`config.mk`:
```
export PLATFORM = sky130hd
export DESIGN_NAME = rwm_median_lane
export DESIGN_NICKNAME = d
export VERILOG_FILES = /design/src/rwm_pkg.sv /design/src/rwm_median_lane.sv
export SDC_FILE = /design/constraint.sdc
export NUM_CORES = 2
export LEC_CHECK = 0
export BUFFER_PORTS_ARGS = -buffer_cell sky130_fd_sc_hd__buf_2
export CELL_PAD_IN_SITES_DETAIL_PLACEMENT = 2
export CELL_PAD_IN_SITES_GLOBAL_PLACEMENT = 2
export CORE_ASPECT_RATIO = 1.75
export CORE_MARGIN = 2
export CORE_UTILIZATION = 46
export CTS_CLUSTER_DIAMETER = 40
export DETAILED_ROUTE_END_ITERATION = 16
export GPL_ROUTABILITY_DRIVEN = 1
export GPL_TIMING_DRIVEN = 0
export PLACE_DENSITY_LB_ADDON = 0.08
export SETUP_SLACK_MARGIN = 0.3
export SLEW_MARGIN = 20
export SYNTH_ARGS = -nofsm -noshare
export SYNTH_HDL_FRONTEND = slang
export SYNTH_SLANG_ARGS = --single-unit
```
`constraint.sdc`:
```
create_clock -name aclk -period 13.85 [get_ports aclk]
set_input_delay 2.77 -clock aclk [delete_from_list [all_inputs] [get_ports aclk]]
set_output_delay 2.77 -clock aclk [all_outputs]
set_load 0.02 [all_outputs]
```
`src/rwm_pkg.sv`:
```
// rwm_pkg: shared types, sizes and small helpers of the rgb window median filter
// no dependencies

package rwm_pkg;

    localparam int MAX_WIDTH   = 1024;
    localparam int MAX_HEIGHT  = 1024;
    localparam int MAX_WINDOW  = 5;
    localparam int WIN_CELLS   = MAX_WINDOW * MAX_WINDOW;
    localparam int CELL_W      = $clog2(WIN_CELLS);
    localparam int COL_W       = $clog2(MAX_WIDTH);
    localparam int BANK_W      = $clog2(MAX_WINDOW);
    localparam int HALF_W      = $clog2(MAX_WINDOW);
    localparam int DIM_W       = 11;
    localparam int ROW_W       = DIM_W + 1;
    localparam int LAG_W       = ROW_W + 1;
    localparam int PIX_W       = 24;
    localparam int FIFO_DEPTH  = 8;
    localparam int FIFO_PTR_W  = $clog2(FIFO_DEPTH);
    localparam int FIFO_CNT_W  = $clog2(FIFO_DEPTH + 1);

    typedef enum logic [1:0] {
        CFG_FRAME_WIDTH  = 2'd0,
        CFG_FRAME_HEIGHT = 2'd1,
        CFG_WINDOW_SIZE  = 2'd2
    } cfg_idx_t;

    // one result beat
    typedef struct packed {
        logic [7:0] red;
        logic [7:0] green;
        logic [7:0] blue;
        logic       frame_end;
    } result_t;

    // per-stage control of the pixel pipe
    typedef struct packed {
        logic valid;
        logic emit;
        logic interior;
        logic frame_end;
    } pipe_meta_t;

    // clamp a frame dimension into 1..hi
    function automatic logic [DIM_W-1:0] clamp_dim(input logic [DIM_W-1:0] v,
                                                   input logic [DIM_W-1:0] hi);
        logic [DIM_W-1:0] r;
        r = v;
        if (v == '0) r = DIM_W'(1);
        else if (v > hi) r = hi;
        return r;
    endfunction

    // effective odd window side
    function automatic logic [2:0] eff_window(input logic [2:0] ws);
        logic [2:0] n;
        n = ws;
        if (ws == 3'd0) n = 3'd1;
        else if (ws > 3'(MAX_WINDOW)) n = 3'(MAX_WINDOW);
        if (n[0] == 1'b0) n = n - 3'd1;
        return n;
    endfunction

endpackage

```
`src/rwm_median_lane.sv`:
```
// rwm_median_lane: rank-based median of one color channel over the window, two stages
// depends on rwm_pkg

module rwm_median_lane (
    input  logic                                     aclk,
    input  logic [rwm_pkg::WIN_CELLS-1:0][7:0]       cell_vals,
    input  logic [rwm_pkg::WIN_CELLS-1:0]            cell_mask,
    input  logic [rwm_pkg::CELL_W-1:0]               rank_target,
    output logic [7:0]                               median
);
    import rwm_pkg::*;

    logic [WIN_CELLS-1:0][7:0] vals_reg;
    logic [WIN_CELLS-1:0]      mask_reg;
    logic [CELL_W-1:0]         target_reg;
    logic [WIN_CELLS-1:0]      lt_reg   [WIN_CELLS];
    logic [WIN_CELLS-1:0]      lt_next  [WIN_CELLS];
    logic [7:0]                median_reg;
    logic [7:0]                median_next;

    // pairwise compare, ties broken by cell index
    always_comb begin
        for (int i = 0; i < WIN_CELLS; i++) begin
            for (int j = 0; j < WIN_CELLS; j++) begin
                lt_next[i][j] = cell_mask[j] &&
                                ((cell_vals[j] < cell_vals[i]) ||
                                 ((cell_vals[j] == cell_vals[i]) && (j < i)));
            end
        end
    end

    always_ff @(posedge aclk) begin
        vals_reg   <= cell_vals;
        mask_reg   <= cell_mask;
        target_reg <= rank_target;
        for (int i = 0; i < WIN_CELLS; i++) begin
            lt_reg[i] <= lt_next[i];
        end
    end

    // pick the cell whose rank is the middle one
    always_comb begin
        median_next = '0;
        for (int i = 0; i < WIN_CELLS; i++) begin
            if (mask_reg[i] && (CELL_W'($countones(lt_reg[i])) == target_reg)) begin
                median_next = median_next | vals_reg[i];
            end
        end
    end

    always_ff @(posedge aclk) begin
        median_reg <= median_next;
    end

    assign median = median_reg;

endmodule

```
# After elaboration in Yosys (flattened, before gate mapping)
# Memory sizes are Yosys's and may differ from the RTL's.
# Index checks and enable logic that the tools add are counted.
# Widths: inputs -> output; s select.
[op_classes]
addsub = 600
magnitude_cmp = 625
eq_ne = 325
muxes = 25
bitwise_logic = 24
reduce_logical = 950
[op_table]
columns = ["op", "n"]
rows = [
  ["$lt 8x8->1", 625],
  ["$eq 8x8->1", 300],
  ["$add 5x5->5", 256],
  ["$logic_and 1x1->1", 650],
  ["$add 1x1->2", 300],
  ["$logic_or 1x1->1", 300],
  ["$mux 8", 25],
  ["$or 8x8->8", 24],
  ["$eq 5x5->1", 25],
  ["$add 5x1->5", 24],
  ["$add 2x2->3", 12],
  ["$add 3x3->4", 6],
  ["$add 4x1->5", 1],
  ["$add 4x4->5", 1],
]
[totals]
ff_bits = 238
ram_bits = 625
in_bits = 231
n_memories = 1
[mem_list]
columns = ["name", "depth", "width", "read_ports", "rd_clocked_by_memory_dff", "write_ports", "line_no", "source"]
rows = [
  ["lt_reg", 25, 25, 25, 0, 25, "rwm_median_lane.sv:16", "logic [WIN_CELLS-1:0] lt_reg [WIN_CELLS];"],
]

# Longest topological paths before layout
[logic_depth]
word_depth = 56
ltp_mapped = 19
mapped_depth_nobuf = 19

# Least setup slack after synthesis
# OpenSTA, ideal clock, no wires.
[synth_timing]
kind = "reg2reg"
startpoint = "mem lt_reg[0][272] (netlist name)"
endpoint = "reg median_reg[7], in the netlist median[7]"
arrival_time_ns = 5.009
setup_slack_ns = 8.778
path_stages_with_launch = 20
n_path_buf = 0
cell_sequence = "dfxtp_1 -> ha_1 -> inv_1 -> fa_1 -> inv_1 -> fa_1 -> inv_1 -> fa_1 -> fa_1 -> inv_1 -> fa_1 -> ha_1 -> inv_1 -> fa_1 -> xor2_1 -> nand4_1 -> nor4b_4 -> a222oi_1 -> and3_1 -> nand4_1"
[synth_rtl]
columns = ["item", "line_no", "source"]
rows = [
  ["from (decl)", "rwm_median_lane.sv:16", ""],
  ["to (signal assigned)", "rwm_median_lane.sv:52", "median_reg <= median_next;"],
  ["to (decl)", "rwm_median_lane.sv:18", "logic [7:0] median_reg;"],
]

==> impl_metrics.ini <==
[final_layout]
nets = 13841
final-seq-area_um2 = 16800
multi_input_area_um2 = 72600
largest_register_ffs = 600
fill_cells = 21414
final_area_um2 = 106000
drive_gt1_frac = 0.0656
syn2layout_area_growth_pct = 11.9

[global_route]
grtUsageMet2 = 0.849
grt_busiest_layer = met2
grt_pass1_vias = 102126
antenna_found_initial = 155
grt_overflow = 0
grtUsageMet1 = 0.591
grt_pass1_wl_um = 830000
grtUsageMet3 = 0.229
grt_start_max_net_pins = 26
grt_use_total = 0.578

[clock_tree]
postCtsSetupBuffers = 0
clock-root-buffer = clkbuf_16
h-tree-depth = 4
cts_resized = 0
cts_tree = built
holdBufCountCts = 0
clk_path_buf_depth = 3
cts_sinks = 838
insertion_delay_ps = 840
numCtsBuffers = 135
clk_pin_slew_worst_paths_ps = 60

[yosys]
synth_top_area_cell = ha_1
synth.most_common_cell = ha_1
synthTopCellsByCount = ha_1, inv_1, nor2b_1
syn_area_um2 = 94500
synthFlopType = dfxtp_1
synth.avg_cell_area_um2 = 9.56
ys_ff_latch = 838
synth_fp_nets = 13403
synth-edff-count = 0
yosys_warnings = 0
synthCells = 9891
synth_top_area_share = 0.373
synth_cell_types = 66
yosysSeqAreaShare = 0.178
synth_area_leaders = ha_1, dfxtp_1, fa_1
synthArstFlopShare = 0

[die]
ioPinCount = 239
die_h_um = 604
dieArea_um2 = 209000
row_count = 220
fp.coreArea_um2 = 205000
start_util = 0.461
die_x_um = 347

[sta]
timing.slew.headroom = -0.751
finalMaxSlewViolations = 17
tightest_slew_ps = 2620
finalSetupTns_ps = 0
finalCritPeriodShare = 0.544
setup_viol = 0
finalCriticalPeriod_ps = 7540
rsz0062_at_grt = no
clock_skew_ps = 59.8
max_freq_mhz = 133
hold_violations = 0

[critical_path]
critPathMaxFanout = 8
worst-setup-path-type = register to register
start_kind = register
required_ps = 14540
cp.arrival_ps = 8230
crit_path_end_kind = register

[power_and_ir_drop]
pwr-share-comb = 0.632
p_per_area_nw_per_um2 = 165
pwr-share-clk = 0.209
power.internal_mw = 8.73
seq_power_share = 0.159
leakage_nw = 50.2
vdd_drop_max_uv = 125
power.switching_mw = 8.68
p_sw_frac = 0.499

[route]
drt-initial-drc-count = 11971
routed_wl_um = 615000
vias_per_cell = 7.29
routedWlPerCell_um = 46.3
drc = 0
ant_nets = 0
dr_total_vias = 96977
dr.pass1.iters = 6

[outcome]
violations = max-capacitance violations, max-slew violations
status = complete, but fails checks

[place]
postPlaceCellArea_um2 = 100000
place.gp.congestion = 1.04
io_buffers = 238
place_hpwl_um = 422000

[hold_path]
hold_class = register to register

[flow_run]
cap_violations = 2
area by class of cell:
type,instances,share of cell area
Clock inverter,83,0.00885
Multi-Input combinational cell,7706,0.687
Antenna cell,201,0.00476
Tap cell,2664,0.0315
Timing Repair Buffer,301,0.0250
Sequential cell,838,0.159
Buffer,66,0.00376
Clock buffer,162,0.0351
Inverter,1281,0.0457
critical path, stage by stage, from the launching register on:
cell	delay (ps)
dfxtp_1	870
ha_1	270
inv_1	80
fa_1	600
inv_1	80
fa_1	370
inv_1	100
fa_1	480
fa_1	580
inv_1	80
fa_1	590
ha_1	200
inv_1	60
fa_1	530
xor2_1	150
nand4_1	230
a211oi_4	1360
a22o_1	340
a211oi_1	70
nand4_1	330
metrics by stage:
step / power (mW) / cells / worst slack (ps) / util / hold WS [ps]
6_report: 17.4 / 13302 / 6310 / 0.516 / 628
5_1_grt: 18.0 / 13165 / 6360 / 0.515 / 605
4_1_cts: 16.6 / 13099 / 7050 / 0.513 / 592
3_5_place_dp: 12.6 / 12854 / 7160 / 0.491 / 586
3_3_place_gp: 11.8 / 12793 / 6780 / 0.484 / 544
2_1_floorplan: 9.05 / 9891 / 8780 / - / 419
power by group through the flow:
stage | Sequential [mW] | Clock, mW | Combinational (mW)
floorplan | 2.74 | 0 | 6.31
global placement | 2.78 | 0 | 9.05
detailed placement | 2.79 | 0 | 9.84
CTS | 2.75 | 3.58 | 10.3
global route | 2.77 | 3.70 | 11.5
finish | 2.77 | 3.64 | 11.0
path summary, 6_finish.rpt:
check / from / to / slack, ps / cells after the start
max reg2reg: lt_reg[1][114]$_DFF_P_ / median[1]$_DFF_P_ / 6310 / 19
max: lt_reg[1][114]$_DFF_P_ / median[1]$_DFF_P_ / 6310 / 19
min reg2reg: vals_reg[4]$_DFF_P_ / median[4]$_DFF_P_ / 630 / 2
min: vals_reg[4]$_DFF_P_ / median[4]$_DFF_P_ / 630 / 2
logic make-up (layout without fill, tap and decap cells):
logic type,Yosys count,count (layout),synth area share
compound gates,1999,1999,0.132
xor+xnor,149,149,0.0153
fa+ha+maj,3281,3281,0.471
buf+inv,1347,1893,0.0548
flops,838,838,0.178
other cells,0,201,0
simple gates,2277,2277,0.149
cell usage in the layout (no fill, tap or decap), types with 280 or more instances in the layout:
master,synthesis,layout
ha_1,2814,2814
o21a_1,300,300
nor2b_1,864,862
nand4_1,612,612
dfxtp_1,838,838
and2_1,285,285
o22a_1,282,280
inv_1,1281,1218
nand2b_1,300,300
fa_1,467,467
a21oi_1,644,644
o21ai_0,602,602
routing by layer:
layer | routed length (um) | part of all wire
met2 | 258000 | 0.42
met4 | 92700 | 0.15
met5 | 328 | 0.00053
met3 | 69300 | 0.11
met1 | 195000 | 0.32
(Power assumes the default switching activity.)
