--- src/rwm_pkg.sv ---
// rwm_pkg: shared types, sizes and small helpers of the rgb window median filter
// no dependencies

package rwm_pkg;

    localparam int MAX_WIDTH   = 1024;
    localparam int MAX_HEIGHT  = 1024;
    localparam int MAX_WINDOW  = 5;
    localparam int WIN_CELLS   = MAX_WINDOW * MAX_WINDOW;
    localparam int CELL_W      = $clog2(WIN_CELLS);
    localparam int COL_W       = $clog2(MAX_WIDTH);
    localparam int BANK_W      = $clog2(MAX_WINDOW);
    localparam int HALF_W      = $clog2(MAX_WINDOW);
    localparam int DIM_W       = 11;
    localparam int ROW_W       = DIM_W + 1;
    localparam int LAG_W       = ROW_W + 1;
    localparam int PIX_W       = 24;
    localparam int FIFO_DEPTH  = 8;
    localparam int FIFO_PTR_W  = $clog2(FIFO_DEPTH);
    localparam int FIFO_CNT_W  = $clog2(FIFO_DEPTH + 1);

    typedef enum logic [1:0] {
        CFG_FRAME_WIDTH  = 2'd0,
        CFG_FRAME_HEIGHT = 2'd1,
        CFG_WINDOW_SIZE  = 2'd2
    } cfg_idx_t;

    // one result beat
    typedef struct packed {
        logic [7:0] red;
        logic [7:0] green;
        logic [7:0] blue;
        logic       frame_end;
    } result_t;

    // per-stage control of the pixel pipe
    typedef struct packed {
        logic valid;
        logic emit;
        logic interior;
        logic frame_end;
    } pipe_meta_t;

    // clamp a frame dimension into 1..hi
    function automatic logic [DIM_W-1:0] clamp_dim(input logic [DIM_W-1:0] v,
                                                   input logic [DIM_W-1:0] hi);
        logic [DIM_W-1:0] r;
        r = v;
        if (v == '0) r = DIM_W'(1);
        else if (v > hi) r = hi;
        return r;
    endfunction

    // effective odd window side
    function automatic logic [2:0] eff_window(input logic [2:0] ws);
        logic [2:0] n;
        n = ws;
        if (ws == 3'd0) n = 3'd1;
        else if (ws > 3'(MAX_WINDOW)) n = 3'(MAX_WINDOW);
        if (n[0] == 1'b0) n = n - 3'd1;
        return n;
    endfunction

endpackage

--- src/rwm_out_fifo.sv ---
// rwm_out_fifo: small result queue between the pixel pipe and the output channel
// depends on rwm_pkg

module rwm_out_fifo (
    input  logic                           aclk,
    input  logic                           aresetn,
    input  logic                           push,
    input  rwm_pkg::result_t               push_data,
    input  logic                           pop,
    output rwm_pkg::result_t               head,
    output logic                           not_empty,
    output logic [rwm_pkg::FIFO_CNT_W-1:0] count
);
    import rwm_pkg::*;

    result_t                mem [FIFO_DEPTH];
    logic [FIFO_PTR_W-1:0]  wr_ptr_reg, wr_ptr_next;
    logic [FIFO_PTR_W-1:0]  rd_ptr_reg, rd_ptr_next;
    logic [FIFO_CNT_W-1:0]  count_reg, count_next;
    logic                   do_pop;

    assign do_pop = pop && (count_reg != '0);

    always_comb begin
        wr_ptr_next = push   ? wr_ptr_reg + FIFO_PTR_W'(1) : wr_ptr_reg;
        rd_ptr_next = do_pop ? rd_ptr_reg + FIFO_PTR_W'(1) : rd_ptr_reg;
        count_next  = count_reg;
        if (push && !do_pop) count_next = count_reg + FIFO_CNT_W'(1);
        else if (!push && do_pop) count_next = count_reg - FIFO_CNT_W'(1);
    end

    // pointers and fill level
    always_ff @(posedge aclk) begin
        if (!aresetn) begin
            wr_ptr_reg <= '0;
            rd_ptr_reg <= '0;
            count_reg  <= '0;
        end else begin
            wr_ptr_reg <= wr_ptr_next;
            rd_ptr_reg <= rd_ptr_next;
            count_reg  <= count_next;
        end
    end

    // storage
    always_ff @(posedge aclk) begin
        if (push) begin
            mem[wr_ptr_reg] <= push_data;
        end
    end

    assign head      = mem[rd_ptr_reg];
    assign not_empty = (count_reg != '0);
    assign count     = count_reg;

endmodule

--- config.mk ---
export PLATFORM = sky130hd
export DESIGN_NAME = rwm_out_fifo
export DESIGN_NICKNAME = d
export VERILOG_FILES = /design/src/rwm_pkg.sv /design/src/rwm_out_fifo.sv
export SDC_FILE = /design/constraint.sdc
export NUM_CORES = 1
export LEC_CHECK = 0
export BUFFER_PORTS_ARGS = -buffer_cell sky130_fd_sc_hd__clkbuf_2
export CAP_MARGIN = 20
export CORE_UTILIZATION = 60
export DETAILED_ROUTE_END_ITERATION = 12
export GPL_TIMING_DRIVEN = 0
export PLACE_DENSITY = 0.78
export REMOVE_ABC_BUFFERS = 1
export SLEW_MARGIN = 5
export SYNTH_ARGS = -nofsm -noshare
export SYNTH_HDL_FRONTEND = slang
export SYNTH_SLANG_ARGS = --single-unit
--- constraint.sdc ---
create_clock -name aclk -period 3.12 [get_ports aclk]
set_clock_uncertainty 0.1 [all_clocks]
set_input_delay 0.312 -clock aclk [delete_from_list [all_inputs] [get_ports aclk]]
set_output_delay 0.312 -clock aclk [all_outputs]
set_load 0.05 [all_outputs]
# --- Yosys cells after proc, flatten, opt, wreduce, memory -nomap -nowiden ---
# Memories as Yosys holds them, arrays and structs flattened. A register that Yosys moved wholly into a read port is not among the register bits.
# Cells that the tools add are included.
classes:
  muxes: 6
  reduce_logical: 7
  n_addsub: 4
op_table:
  columns: ["op", "count"]
  rows:
  - ["$mux 4", 2]
  - ["$add 3x1->3 const B", 2]
  - ["$mux 3", 2]
  - ["$add 4x1->4 const B", 1]
  - ["$reduce_bool 4->1", 1]
  - ["$sub 4x1->4 const B", 1]
  - ["$logic_and 1x1->1", 3]
  - ["$logic_not 1->1", 2]
  - ["$mux 1", 2]
  - ["$reduce_bool 2->1", 1]
word_totals:
  wordCells: 21
  input_bits: 29
  output_inout_bits: 30
  reg_bits: 10
  n_memories: 1
  ramBits: 200
mem_list:
  columns: ["memory", "depth", "width", "read_ports", "rd_ports_with_merged_regs", "write_ports", "line_no", "text"]
  rows:
  - ["mem", 8, 25, 1, 1, 1, "rwm_out_fifo.sv:16", "result_t mem [FIFO_DEPTH];"]

# --- Logic depth before layout (Yosys ltp) ---
# Gate-level depths: netlist of the first run.
logic_depth:
  ltp_word: 5
  ltp_mapped: 9
  ltp_nobuf: 9

# --- Least setup slack after synthesis of the first run ---
# No wires, ideal clock.
synth_path:
  path_type: "register -> register"
  startpoint: "reg wr_ptr_reg[2]"
  endpoint: "mem mem[0][0] in the netlist's numbering, enable pin"
  stages_incl_launch_ff: 3
  period_less_slack_ps: 2771
  n_path_buf: 0
  t_required_ps: 2582
  t_arrival_ps: 2233
  setup_ps: 438
  setup_slack_ps: 349
  cell_sequence: "dfxtp_1 > nand2b_1 > nor3_1"
synth_rtl:
  columns: ["item", "line_no", "text"]
  rows:
  - ["start: declaration", "rwm_out_fifo.sv:17", "logic [FIFO_PTR_W-1:0] wr_ptr_reg, wr_ptr_next;"]
  - ["start signal: assignment", "rwm_out_fifo.sv:39", "wr_ptr_reg <= wr_ptr_next;"]
  - ["end: declaration", "rwm_out_fifo.sv:16", null]
# No word-level cell before the write port.

==> results by group, run 1 <==
Status
  • Status: finished clean

Routing
  • Vias: 3,828
  • Routed len/inst: 23.95 um
  • Antenna Nets Post-Route: 0
  • Detailed router's first-iteration violation count: 259
  • DRT Pass-1 Iters: 4
  • Vias per std cell: 6.038
  • Total length of routed wires: 15.18 mm
  • DRC: 0

Finish
  • Number of fillers in the final layout: 759
  • NumNets Final: 479
  • Area occupied by registers: 0.006272 mm2
  • Largest register FFs: 200
  • Layout cells sized above 1: 31.22%
  • Area of the multi-input gates: 0.002017 mm2
  • Fin util: 73.35%
  • Ant diodes: 0
  • Area Overhead vs Synth: 17.82%

Die
  • Die Height: 119.9 um
  • Die width: 119.9 um
  • Starting Density: 62.26%
  • I/O pin cnt: 59
  • CORE AREA: 0.01340 mm2
  • Die area: 0.01438 mm2
  • # rows: 42

Logic synthesis
  • Syn Inst Count: 359
  • Area of the mapped netlist: 0.008343 mm2
  • Synth unique cells: 27
  • Sequential area share after synthesis: 75.10%
  • Seq cells post-synth: 213
  • Synthesized area per cell: 23.24 um2
  • Ys Warns: 0

Pwr
  • Reg power frac: 42.7%
  • Combinational power share: 23.9%
  • PwrDens: 811.5 mW/mm2
  • P_leak: 3.344 nW
  • Tot Pwr: 7.977 mW
  • Peak VDD IR: 0.7226 mV
  • Clock network fraction of design power: 33.4%
  • Sw Pwr: 2.313 mW
  • Switching Share: 28.99%
  • Internal power: 5.664 mW

STA
  • Rel. slew slack: 45.88%
  • RSZ-0062 raised after global routing: no
  • Final Hold Vio Count: 0
  • Least-Margin Pin Slew: 0.8074 ns
  • Fin. max-slew vios: 0
  • Final setup violation count: 0
  • Highest Clock Rate: 336.2 MHz
  • Period utilisation layout: 95.34%
  • Minimum clock period after layout: 2.975 ns

Placement
  • Port Buffers: 58
  • Post-detail-place hpwl: 8.422 mm
  • Routability cong.: 0.6941

Global route
  • Tot GR Track Use: 21.39%
  • First-pass GRT wire length: 22.09 mm
  • GRT Residual Overflow: 0
  • Vias in the first global route: 3,922
  • Largest net degree at the start of global routing: 51
  • Initial antenna violation count: 0

Clock network
  • H-tree levels: 1
  • Clk_lat worst skew: 0.48 ns
  • CTS Buffer Depth: 3
  • Clock sinks: 213
  • Reg clk slew, reported paths: 0.06 ns
  • CTS tree: done
  • CTS Buf Count: 21
  • CTS Root Cell: clkbuf_16

Critical path
  • Worst Path Max Fanout: 26
  • Worst path max stage delay: 0.67 ns
  • Worst Setup Path Type: flop to output pin
  • CP Launch Type: flop
  • Worst path arrival time: 2.56 ns
  • Critical Path End Type: output pin
  • Crit-path cells: buf_12, mux4_1, mux2_2, clkbuf_2
  • Max stage delay cell, worst path: dfxtp_4
  • Critical Path RT: 2.71 ns

Job
  • Max-Cap Viols: 0

Hold path
  • Hold Crit Class: input port to flop
==> routing by layer <==
layer | global-route usage, % | routed length [um] | share of wire (%) | vias up
met1 | 27.34 | 5982 | 39 | 1983
met5 | 0 | 0 | 0 | -
met4 | 6.328 | 297 | 2.0 | 0
met3 | 3.422 | 875 | 5.8 | 25
met2 | 37.90 | 8029 | 53 | 112
li1 | - | - | - | 1708
==> path summary, 6_finish.rpt <==
kind / slack [ns] / startpoint / cells after the start / to
worst max-delay path: 0.15 / flop / 4 / head[5]
worst min-delay path: 0.01 / push_data[16] / 1 / mem[2][16]
worst max register to register: 0.56 / count[1] / 9 / count[3]
worst min register to register: 0.39 / count[3] / 2 / count[3]
==> power by group through the flow <==
stage                     combinational (mW)  clock (mW)  sequential (mW)
final                                   1.91        2.66             3.41
after global routing                    2.00        2.78             3.43
after CTS                               1.82        2.69             3.47
after detailed placement                1.80           0             3.54
after global placement                  1.72           0             3.56
after floorplan                         1.34           0             3.55
==> what timing repair did <==
item	CTS	global route
buffers inserted	0	1
endpoints found under the hold margin	37	0
gates resized for setup	0	0
endpoints found under the setup margin	0	2
hold buffers	6	0
==> worst max-delay path, delay by kind of cell, from the launching register on <==
family                 cells  cell delay (ns)
flip-flops                 1             0.67
multiplexers               2             0.87
buffers and inverters      2             0.53
==> cells in the final DEF, fill, tap and decap left out, types with 6 or more instances in the layout <==
master         count
and2_1             7
buf_12             8
clkbuf_16         21
clkbuf_2          58
dfxtp_1           10
dlygate4sd3_1      6
edfxtp_1         200
mux2_2            25
mux4_1            50
nand2_1            7
nor2_4             6
==> cells in the mapped netlist <==
| library cell | n | area share, % |
|---|---|---|
| edfxtp_1 | 200 | 72 |
| mux4_1 | 50 | 16 |
| mux2_2 | 25 | 3.4 |
| dfxtp_1 | 13 | 3.1 |
| and2_1 | 7 | 0.52 |
| nand2_1 | 7 | 0.31 |
| nor2_1 | 7 | 0.31 |
| buf_6 | 6 | 0.81 |
| buf_1 | 5 | 0.22 |
| ha_1 | 5 | 0.75 |
| xnor2_1 | 5 | 0.52 |
| clkbuf_1 | 4 | 0.18 |
| nand2b_1 | 4 | 0.30 |
| mux2i_1 | 3 | 0.36 |
| nand3_1 | 3 | 0.18 |
| buf_2 | 2 | 0.12 |
| nor2b_1 | 2 | 0.15 |
| nor3_1 | 2 | 0.12 |
| a211oi_1 | 1 | 0.090 |
| a21boi_0 | 1 | 0.090 |
| a21oi_1 | 1 | 0.060 |
| a31oi_1 | 1 | 0.075 |
| fa_1 | 1 | 0.24 |
| inv_1 | 1 | 0.045 |
| o21ai_0 | 1 | 0.060 |
| or4_4 | 1 | 0.13 |
| xor2_1 | 1 | 0.10 |
==> cell type report <==
type	count	share of cell area, %
clock inverters	16	2.126
repair buffers	79	5.919
well taps	176	2.240
flip-flops and latches	213	63.81
inverters	1	0.03819
clock buffers	21	5.346
multi-input cells	128	20.52
==> cells by family (layout without fill, tap and decap cells) <==
logic type | after synthesis | in the layout | share of synthesized area, %
AOI/OAI and AO/OA | 5 | 5 | 0.3749
DFF | 213 | 213 | 75.10
adders and majority gates | 6 | 6 | 0.9898
and+or+nand+nor | 33 | 33 | 2.040
buffers and inverters | 18 | 117 | 1.380
muxes | 78 | 78 | 19.48
xor gates and xnor gates | 6 | 6 | 0.6299
==> metrics by stage <==
step           hold WS (ns)  setup slack [ns]  cell area [um2]  TNS, ns  std cells
2_1_floorplan        0.3109           0.04495             8232        0        342
3_3_place_gp         0.3754            -1.551             8742  -121.02        576
3_5_place_dp         0.3816            0.5756             9015        0        590
4_1_cts           0.0003686          0.007348             9809        0        633
5_1_grt             0.01322           0.06469             9829        0        634
6_report            0.01409            0.1452             9829        0        634
No activity file was read; power rests on OpenSTA's default activity.
==> run 2: changes to the inputs <==
--- a/config.mk
+++ b/config.mk
@@ -7,7 +7,9 @@
 export LEC_CHECK = 0
 export BUFFER_PORTS_ARGS = -buffer_cell sky130_fd_sc_hd__clkbuf_2
 export CAP_MARGIN = 20
-export CORE_UTILIZATION = 60
+export CELL_PAD_IN_SITES_DETAIL_PLACEMENT = 1
+export CELL_PAD_IN_SITES_GLOBAL_PLACEMENT = 2
+export CORE_UTILIZATION = 48
 export DETAILED_ROUTE_END_ITERATION = 12
 export GPL_TIMING_DRIVEN = 0
 export PLACE_DENSITY = 0.78
==> results by group, run 2 (synthesized netlist as in run 1, its figures left out) <==
Finish
  • Most common library cell in the layout ignoring fill and taps: edfxtp_1 (unchanged)
  • Fin util: 59.75% (was 73.35%)
  • Largest register FFs: 200 (unchanged)
  • Ant diodes: 0 (unchanged)
  • Area Overhead vs Synth: 20.02% (was 17.82%)
  • Finished Layout Cells: 695 (was 634)
  • Layout cells sized above 1: 29.47% (was 31.22%)
  • NumNets Final: 494 (was 479)
  • Number of fillers in the final layout: 1,405 (was 759)
  • Design Area, Final: 0.01001 mm2 (was 0.009829 mm2)
  • Highest-count cells in the layout ignoring fill and taps: edfxtp_1 (200), clkbuf_2 (58), mux4_1 (50) (unchanged)

Clock network
  • CTS Root Cell: clkbuf_16 (unchanged)
  • Clock sinks: 213 (unchanged)
  • H-tree levels: 1 (unchanged)
  • CTS Buffer Depth: 3 (unchanged)
  • CTS tree: done (unchanged)
  • Clk_lat worst skew: 0.50 ns (was 0.48 ns)
  • CTS Buf Count: 22 (was 21)
  • Reg clk slew, reported paths: 0.06 ns (about the same)

STA
  • RSZ-0062 raised after global routing: no (unchanged)
  • Minimum clock period after layout: 2.959 ns (was 2.975 ns)
  • Rel. slew slack: 44.00% (was 45.88%)
  • Final setup violation count: 0 (unchanged)
  • Fin. max-slew vios: 0 (unchanged)
  • Highest Clock Rate: 338.0 MHz (was 336.2 MHz)
  • Period utilisation layout: 94.84% (was 95.34%)
  • Final Hold Vio Count: 0 (unchanged)
  • Least-Margin Pin Slew: 0.8400 ns (was 0.8074 ns)

Die
  • Die width: 133.8 um (was 119.9 um)
  • CORE AREA: 0.01676 mm2 (was 0.01340 mm2)
  • Die Height: 133.8 um (was 119.9 um)
  • Die area: 0.01791 mm2 (was 0.01438 mm2)
  • I/O pin cnt: 59 (unchanged)
  • # rows: 47 (was 42)
  • Starting Density: 49.78% (was 62.26%)

Critical path
  • Worst Path Max Fanout: 26 (unchanged)
  • CP Launch Type: flop (unchanged)
  • R2r startpoint: count[1] (unchanged)
  • Crit-path cells: buf_12, mux4_1, mux2_2, clkbuf_2 (unchanged)
  • Critical Path End Type: output pin (unchanged)
  • Worst path max stage delay: 0.65 ns (was 0.67 ns)
  • Worst path arrival time: 2.55 ns (was 2.56 ns)
  • Worst Setup Path Type: flop to output pin (unchanged)
  • Reg2Reg Depth: 9 (unchanged)
  • Buffers & Inverters on Critical Path: 2 (unchanged)
  • R2r setup slk: 0.53 ns (was 0.56 ns)
  • Max stage delay cell, worst path: dfxtp_4 (unchanged)
  • Critical Path RT: 2.71 ns (about the same)
  • FF-to-FF End: count[3] (unchanged)
  • Family with the most delay on the worst path: multiplexers (unchanged)

Pwr
  • Peak VDD IR: 0.5962 mV (was 0.7226 mV)
  • P_leak: 3.391 nW (was 3.344 nW)
  • Reg power frac: 43.5% (was 42.7%)
  • Clock network fraction of design power: 31.8% (was 33.4%)
  • PwrDens: 781.4 mW/mm2 (was 811.5 mW/mm2)
  • Switching Share: 29.54% (was 28.99%)
  • Tot Pwr: 7.824 mW (was 7.977 mW)
  • Combinational power share: 24.6% (was 23.9%)
  • Internal power: 5.513 mW (was 5.664 mW)
  • Sw Pwr: 2.311 mW (was 2.313 mW)

Placement
  • Port Buffers: 58 (unchanged)
  • Routability cong.: 0.6548 (was 0.6941)
  • DP Area: 0.009100 mm2 (was 0.009015 mm2)
  • Inst Count DP: 634 (was 590)
  • Post-detail-place hpwl: 9.672 mm (was 8.422 mm)

Hold path
  • Hold Crit Class: input port to flop (unchanged)
  • Hold Path End: mem[0][8] (was mem[2][16])
  • Worst hold stages: 1 (unchanged)
  • Worst Hold Launch: push_data[8] (was push_data[16])

Global route
  • Largest net degree at the start of global routing: 35 (was 51)
  • GRT Residual Overflow: 0 (unchanged)
  • Tot GR Track Use: 18.75% (was 21.39%)
  • Initial antenna violation count: 0 (unchanged)
  • Vias in the first global route: 4,114 (was 3,922)
  • First-pass GRT wire length: 24.47 mm (was 22.09 mm)

Job
  • Max-Cap Viols: 0 (unchanged)

Routing
  • Vias: 3,831 (was 3,828)
  • Antenna Nets Post-Route: 0 (unchanged)
  • Total length of routed wires: 16.13 mm (was 15.18 mm)
  • Vias per std cell: 5.512 (was 6.038)
  • Routed len/inst: 23.21 um (was 23.95 um)
  • Detailed router's first-iteration violation count: 245 (was 259)
  • DRT Pass-1 Iters: 4 (unchanged)
  • DRC: 0 (unchanged)

Status
  • Status: finished clean (unchanged)
-- run 2: cell types whose count changed in the layout (fill, tap and decap cells not counted), sizes merged --
cell         previous run  this run
clkbuf                 79        90
bufinv                  5         1
clkinv                  9         6
inv                     2         1
dlygate4sd3             6        20
-- run 2: per-stage QoR --
| stage | worst slack (ns) | hold slack [ns] | setup TNS, ns |
|---|---|---|---|
| floorplan | 0.04495 | 0.3109 | 0 |
| global placement | -1.637 | 0.3814 | -139.67 |
| detailed placement | 0.5006 | 0.3975 | 0 |
| CTS | 0.1062 | 0.0008624 | 0 |
| global route | 0.04949 | 0.01435 | 0 |
| finish | 0.1610 | 0.01606 | 0 |
-- run 2: layer usage --
metal	part of all wire [%]	track usage [%]
met1	42	23.99
met2	53	33.56
met3	3.1	2.834
met4	1.5	4.735
met5	0	0
-- run 2: final cells by class --
type                       count  area, um2  area share [%]
inverter                       1      3.754         0.03749
sequential                   213       6272           62.64
tap                          220      275.3           2.749
timing repair buffer          93      752.0           7.510
multi-input combinational    128       2017           20.14
clock inverter                 8      63.81          0.6373
clock buffer                  32      629.4           6.285
-- run 2: what timing repair did --
item / 4_1_cts / 5_1_grt
hold buffers: 20 / 0
gates resized for setup: 0 / 0
setup buffers: 1 / 0
endpoints found under the setup margin: 1 / 0
hold endpoints to repair: 136 / 0
-- run 2: worst max path at each step --
| stage | endpoint | slack, ns | cells past startpoint |
|---|---|---|---|
| 3_5_place_dp | head[12] | 0.50 | 3 |
| 5_1_grt | head[10] | 0.05 | 4 |
| 4_1_cts | head[24] | 0.11 | 4 |
| 3_3_place_gp | mem[0][16] | -1.64 | 3 |
| 6_report | head[10] | 0.16 | 4 |
| 2_1_floorplan | head[0] | 0.04 | 2 |
-- run 2: power by group through the flow --
stage / Combinational, mW / Sequential [mW] / Clock, mW
3_3_place_gp: 1.74 / 3.57 / 0
5_1_grt: 2.03 / 3.43 / 2.63
3_5_place_dp: 1.82 / 3.54 / 0
4_1_cts: 1.96 / 3.41 / 2.54
2_1_floorplan: 1.34 / 3.55 / 0
6_report: 1.93 / 3.41 / 2.49
==> run 3: changes to the inputs <==
--- a/config.mk
+++ b/config.mk
@@ -5,14 +5,16 @@
 export SDC_FILE = /design/constraint.sdc
 export NUM_CORES = 1
 export LEC_CHECK = 0
+export ABC_AREA = 1
 export BUFFER_PORTS_ARGS = -buffer_cell sky130_fd_sc_hd__clkbuf_2
 export CAP_MARGIN = 20
 export CELL_PAD_IN_SITES_DETAIL_PLACEMENT = 1
 export CELL_PAD_IN_SITES_GLOBAL_PLACEMENT = 2
-export CORE_UTILIZATION = 48
+export CORE_UTILIZATION = 41
 export DETAILED_ROUTE_END_ITERATION = 12
 export GPL_TIMING_DRIVEN = 0
-export PLACE_DENSITY = 0.78
+export MAX_ROUTING_LAYER = met4
+export PLACE_DENSITY = 0.79
 export REMOVE_ABC_BUFFERS = 1
 export SLEW_MARGIN = 5
 export SYNTH_ARGS = -nofsm -noshare
==> results by group, run 3 <==
Logic synthesis
  • Main flop type after synthesis: edfxtp_1 (unchanged)
  • Area fraction of the dominant cell type after synthesis: 69.63% (was 71.99%)
  • Synth unique cells: 21 (was 27)
  • Syn Inst Count: 753 (was 359)
  • Most frequent cell after synthesis: nor2_1 (was edfxtp_1)
  • Leading area contributor after synthesis: edfxtp_1 (unchanged)
  • Sequential area share after synthesis: 72.64% (was 75.10%)
  • Main area contributors after synthesis: edfxtp_1 (70%), nor2_1 (9.4%), nand2_1 (6.3%) (was edfxtp_1 (72%), mux4_1 (16%), mux2_2 (3.4%))
  • EDFF count, synth: 200 (unchanged)
  • Synthesized area per cell: 11.46 um2 (was 23.24 um2)
  • Ys Warns: 0 (unchanged)
  • Seq cells post-synth: 213 (unchanged)
  • Synth cell count leaders: nor2_1 (216), edfxtp_1 (200), nand2_1 (144) (was edfxtp_1 (200), mux4_1 (50), mux2_2 (25))
  • Async set or reset register ratio after synthesis: 0% (unchanged)
  • Area of the mapped netlist: 0.008626 mm2 (was 0.008343 mm2)

Global route
  • Largest net degree at the start of global routing: 63 (was 35)
  • First-pass GRT wire length: 33.08 mm (was 24.47 mm)
  • Initial antenna violation count: 0 (unchanged)
  • Vias in the first global route: 6,212 (was 4,114)
  • Tot GR Track Use: 20.77% (was 18.75%)
  • GRT Residual Overflow: 0 (unchanged)

Finish
  • Most common library cell in the layout ignoring fill and taps: nor2_1 (was edfxtp_1)
  • Layout cells sized above 1: 14.64% (was 29.47%)
  • Largest register FFs: 200 (unchanged)
  • Area occupied by registers: 0.006275 mm2 (was 0.006272 mm2)
  • Highest-count cells in the layout ignoring fill and taps: nor2_1 (208), edfxtp_1 (200), nand2_1 (144) (was edfxtp_1 (200), clkbuf_2 (58), mux4_1 (50))
  • Ant diodes: 0 (unchanged)
  • Area Overhead vs Synth: 21.53% (was 20.02%)
  • NumNets Final: 874 (was 494)
  • Area of the multi-input gates: 0.002120 mm2 (was 0.002017 mm2)
  • Number of fillers in the final layout: 2,169 (was 1,405)

STA
  • Fin. max-slew vios: 0 (unchanged)
  • Rel. slew slack: 46.99% (was 44.00%)
  • Final Hold Vio Count: 0 (unchanged)
  • Final setup violation count: 0 (unchanged)
  • Period utilisation layout: 94.28% (was 94.84%)
  • Minimum clock period after layout: 2.942 ns (was 2.959 ns)
  • RSZ-0062 raised after global routing: no (unchanged)
  • Least-Margin Pin Slew: 0.7952 ns (was 0.8400 ns)
  • Final WS setup: 0.1785 ns (was 0.1610 ns)
  • Worst hold slack: 0.01194 ns (was 0.01606 ns)
  • Highest Clock Rate: 340.0 MHz (was 338.0 MHz)

Routing
  • Detailed router's first-iteration violation count: 292 (was 245)
  • DRT Pass-1 Iters: 4 (unchanged)
  • Routed len/inst: 19.12 um (was 23.21 um)
  • DRC: 0 (unchanged)
  • Vias: 5,838 (was 3,831)
  • Total length of routed wires: 21.49 mm (was 16.13 mm)
  • Vias per std cell: 5.194 (was 5.512)
  • Antenna Nets Post-Route: 0 (unchanged)

Die
  • Starting Density: 42.22% (was 49.78%)
  • Die area: 0.02162 mm2 (was 0.01791 mm2)
  • CORE AREA: 0.02043 mm2 (was 0.01676 mm2)
  • Die width: 147.0 um (was 133.8 um)
  • Die Height: 147.0 um (was 133.8 um)
  • # rows: 52 (was 47)
  • I/O pin cnt: 59 (unchanged)

Critical path
  • Worst path max stage delay: 0.43 ns (was 0.65 ns)
  • CP Launch Type: flop (unchanged)
  • Critical Path RT: 2.71 ns (about the same)
  • Crit-path cells: buf_16, inv_4, buf_16, o21ai_0, nand2_1, nand2_1, nand2_1, clkbuf_2 (was buf_12, mux4_1, mux2_2, clkbuf_2)
  • Buffers & Inverters on Critical Path: 4 (was 2)
  • Critical Path End Type: output pin (unchanged)
  • R2r startpoint: count[0] (was count[1])
  • Worst Path Max Fanout: 62 (was 26)
  • Max stage delay cell, worst path: dfxtp_4 (unchanged)
  • Worst path arrival time: 2.53 ns (was 2.55 ns)
  • Worst Setup Path Type: flop to output pin (unchanged)
  • Most frequent cell on the critical path: nand2_1
  • Family with the most delay on the worst path: buffers and inverters (was multiplexers)
  • R2r setup slk: 0.85 ns (was 0.53 ns)

Clock network
  • CTS Buffer Depth: 3 (unchanged)
  • Clk_lat worst skew: 0.50 ns (about the same)
  • CTS Root Cell: clkbuf_16 (unchanged)
  • Clock sinks: 213 (unchanged)
  • CTS Buf Count: 23 (was 22)
  • Reg clk slew, reported paths: 0.06 ns (about the same)
  • CTS tree: done (unchanged)
  • H-tree levels: 1 (unchanged)

Placement
  • Port Buffers: 58 (unchanged)
  • Post-place setup slack: 0.2724 ns (was 0.5006 ns)
  • Post-detail-place hpwl: 12.12 mm (was 9.672 mm)
  • Routability cong.: 0.7242 (was 0.6548)

Hold path
  • Hold Crit Class: input port to flop (unchanged)
  • Worst Hold Launch: push_data[21] (was push_data[8])

Pwr
  • Peak VDD IR: 0.4932 mV (was 0.5962 mV)
  • Tot Pwr: 8.617 mW (was 7.824 mW)
  • PwrDens: 822.0 mW/mm2 (was 781.4 mW/mm2)
  • P_leak: 3.932 nW (was 3.391 nW)

Job
  • Max-Cap Viols: 0 (unchanged)

Status
  • Status: finished clean (unchanged)
run 3: cell count changes after synthesis, sizes merged, moves of 4 or more:
cell,before,now
a21oi,1,8
and2,7,0
buf,13,28
clkbuf,4,9
inv,1,14
mux2,25,0
mux4,50,0
nand2,7,144
nand2b,4,0
nor2,7,216
o21ai,1,105
xnor2,5,0
run 3: metal layers:
metal | vias up | track usage, % | part of all wire, %
met5 | - | - | 0
met2 | 111 | 38.25 | 54
li1 | 2739 | - | -
met1 | 2947 | 23.86 | 41
met4 | 0 | 5.464 | 1.9
met3 | 41 | 2.360 | 3.0
run 3: path summary, 6_finish.rpt:
check	endpoint	depth (start not counted)
worst max register to register	count[3]	11
worst max-delay path	head[11]	8
worst min-delay path	mem[7][21]	1
worst min register to register	flop	2
run 3: logic make-up after synthesis:
| kind of cell | share of synthesized area [%] |
|---|---|
| DFF | 72.64 |
| and+or+nand+nor | 16.16 |
| adders and majority gates | 0.9574 |
| AOI/OAI and AO/OA | 6.557 |
| buffers and inverters | 3.481 |
| xor gates and xnor gates | 0.2031 |
run 3: area by class of cell:
class	count	area share, %
Multi-Input combinational cell	489	20.22
Tap cell	270	3.223
Sequential cell	213	59.86
Timing Repair Buffer	98	8.486
Inverter	14	0.5252
Clock buffer	29	5.705
Clock inverter	11	1.981
run 3: stage by stage:
step / cells / TNS, ns / utilization [%] / instance area (um2)
floorplan: 716 / -24.23 / - / 8378
global placement: 1044 / -151.16 / 44.08 / 9006
detailed placement: 1056 / 0 / 45.89 / 9375
CTS: 1119 / 0 / 51.11 / 10440
global route: 1124 / 0 / 51.31 / 10480
finish: 1124 / 0 / 51.31 / 10480
run 3: where the power goes:
part           leakage, nW  switching [mW]  total (mW)  internal, mW
clock                0.383            1.05        2.90          1.85
combinational         1.62            1.73        2.40         0.664
sequential            1.93          0.0920        3.32          3.23
run 3: worst register-to-register path, stage by stage, from the launching register on:
cell	delay [ns]
dfxtp_1	0.41
inv_1	0.09
nand3_1	0.21
nand2_1	0.15
ha_1	0.22
inv_1	0.14
ha_1	0.28
or2_2	0.29
nand3_1	0.08
nand3_1	0.07
nand2_1	0.06
inv_1	0.03
run 3: what timing repair did:
action,in CTS,in global routing
pin swaps,0,0
gates cloned,1,0
endpoints found under the hold margin,152,0
hold buffers,21,0
setup buffers,1,5
setup endpoints to repair,25,9
gates resized for setup,1,1
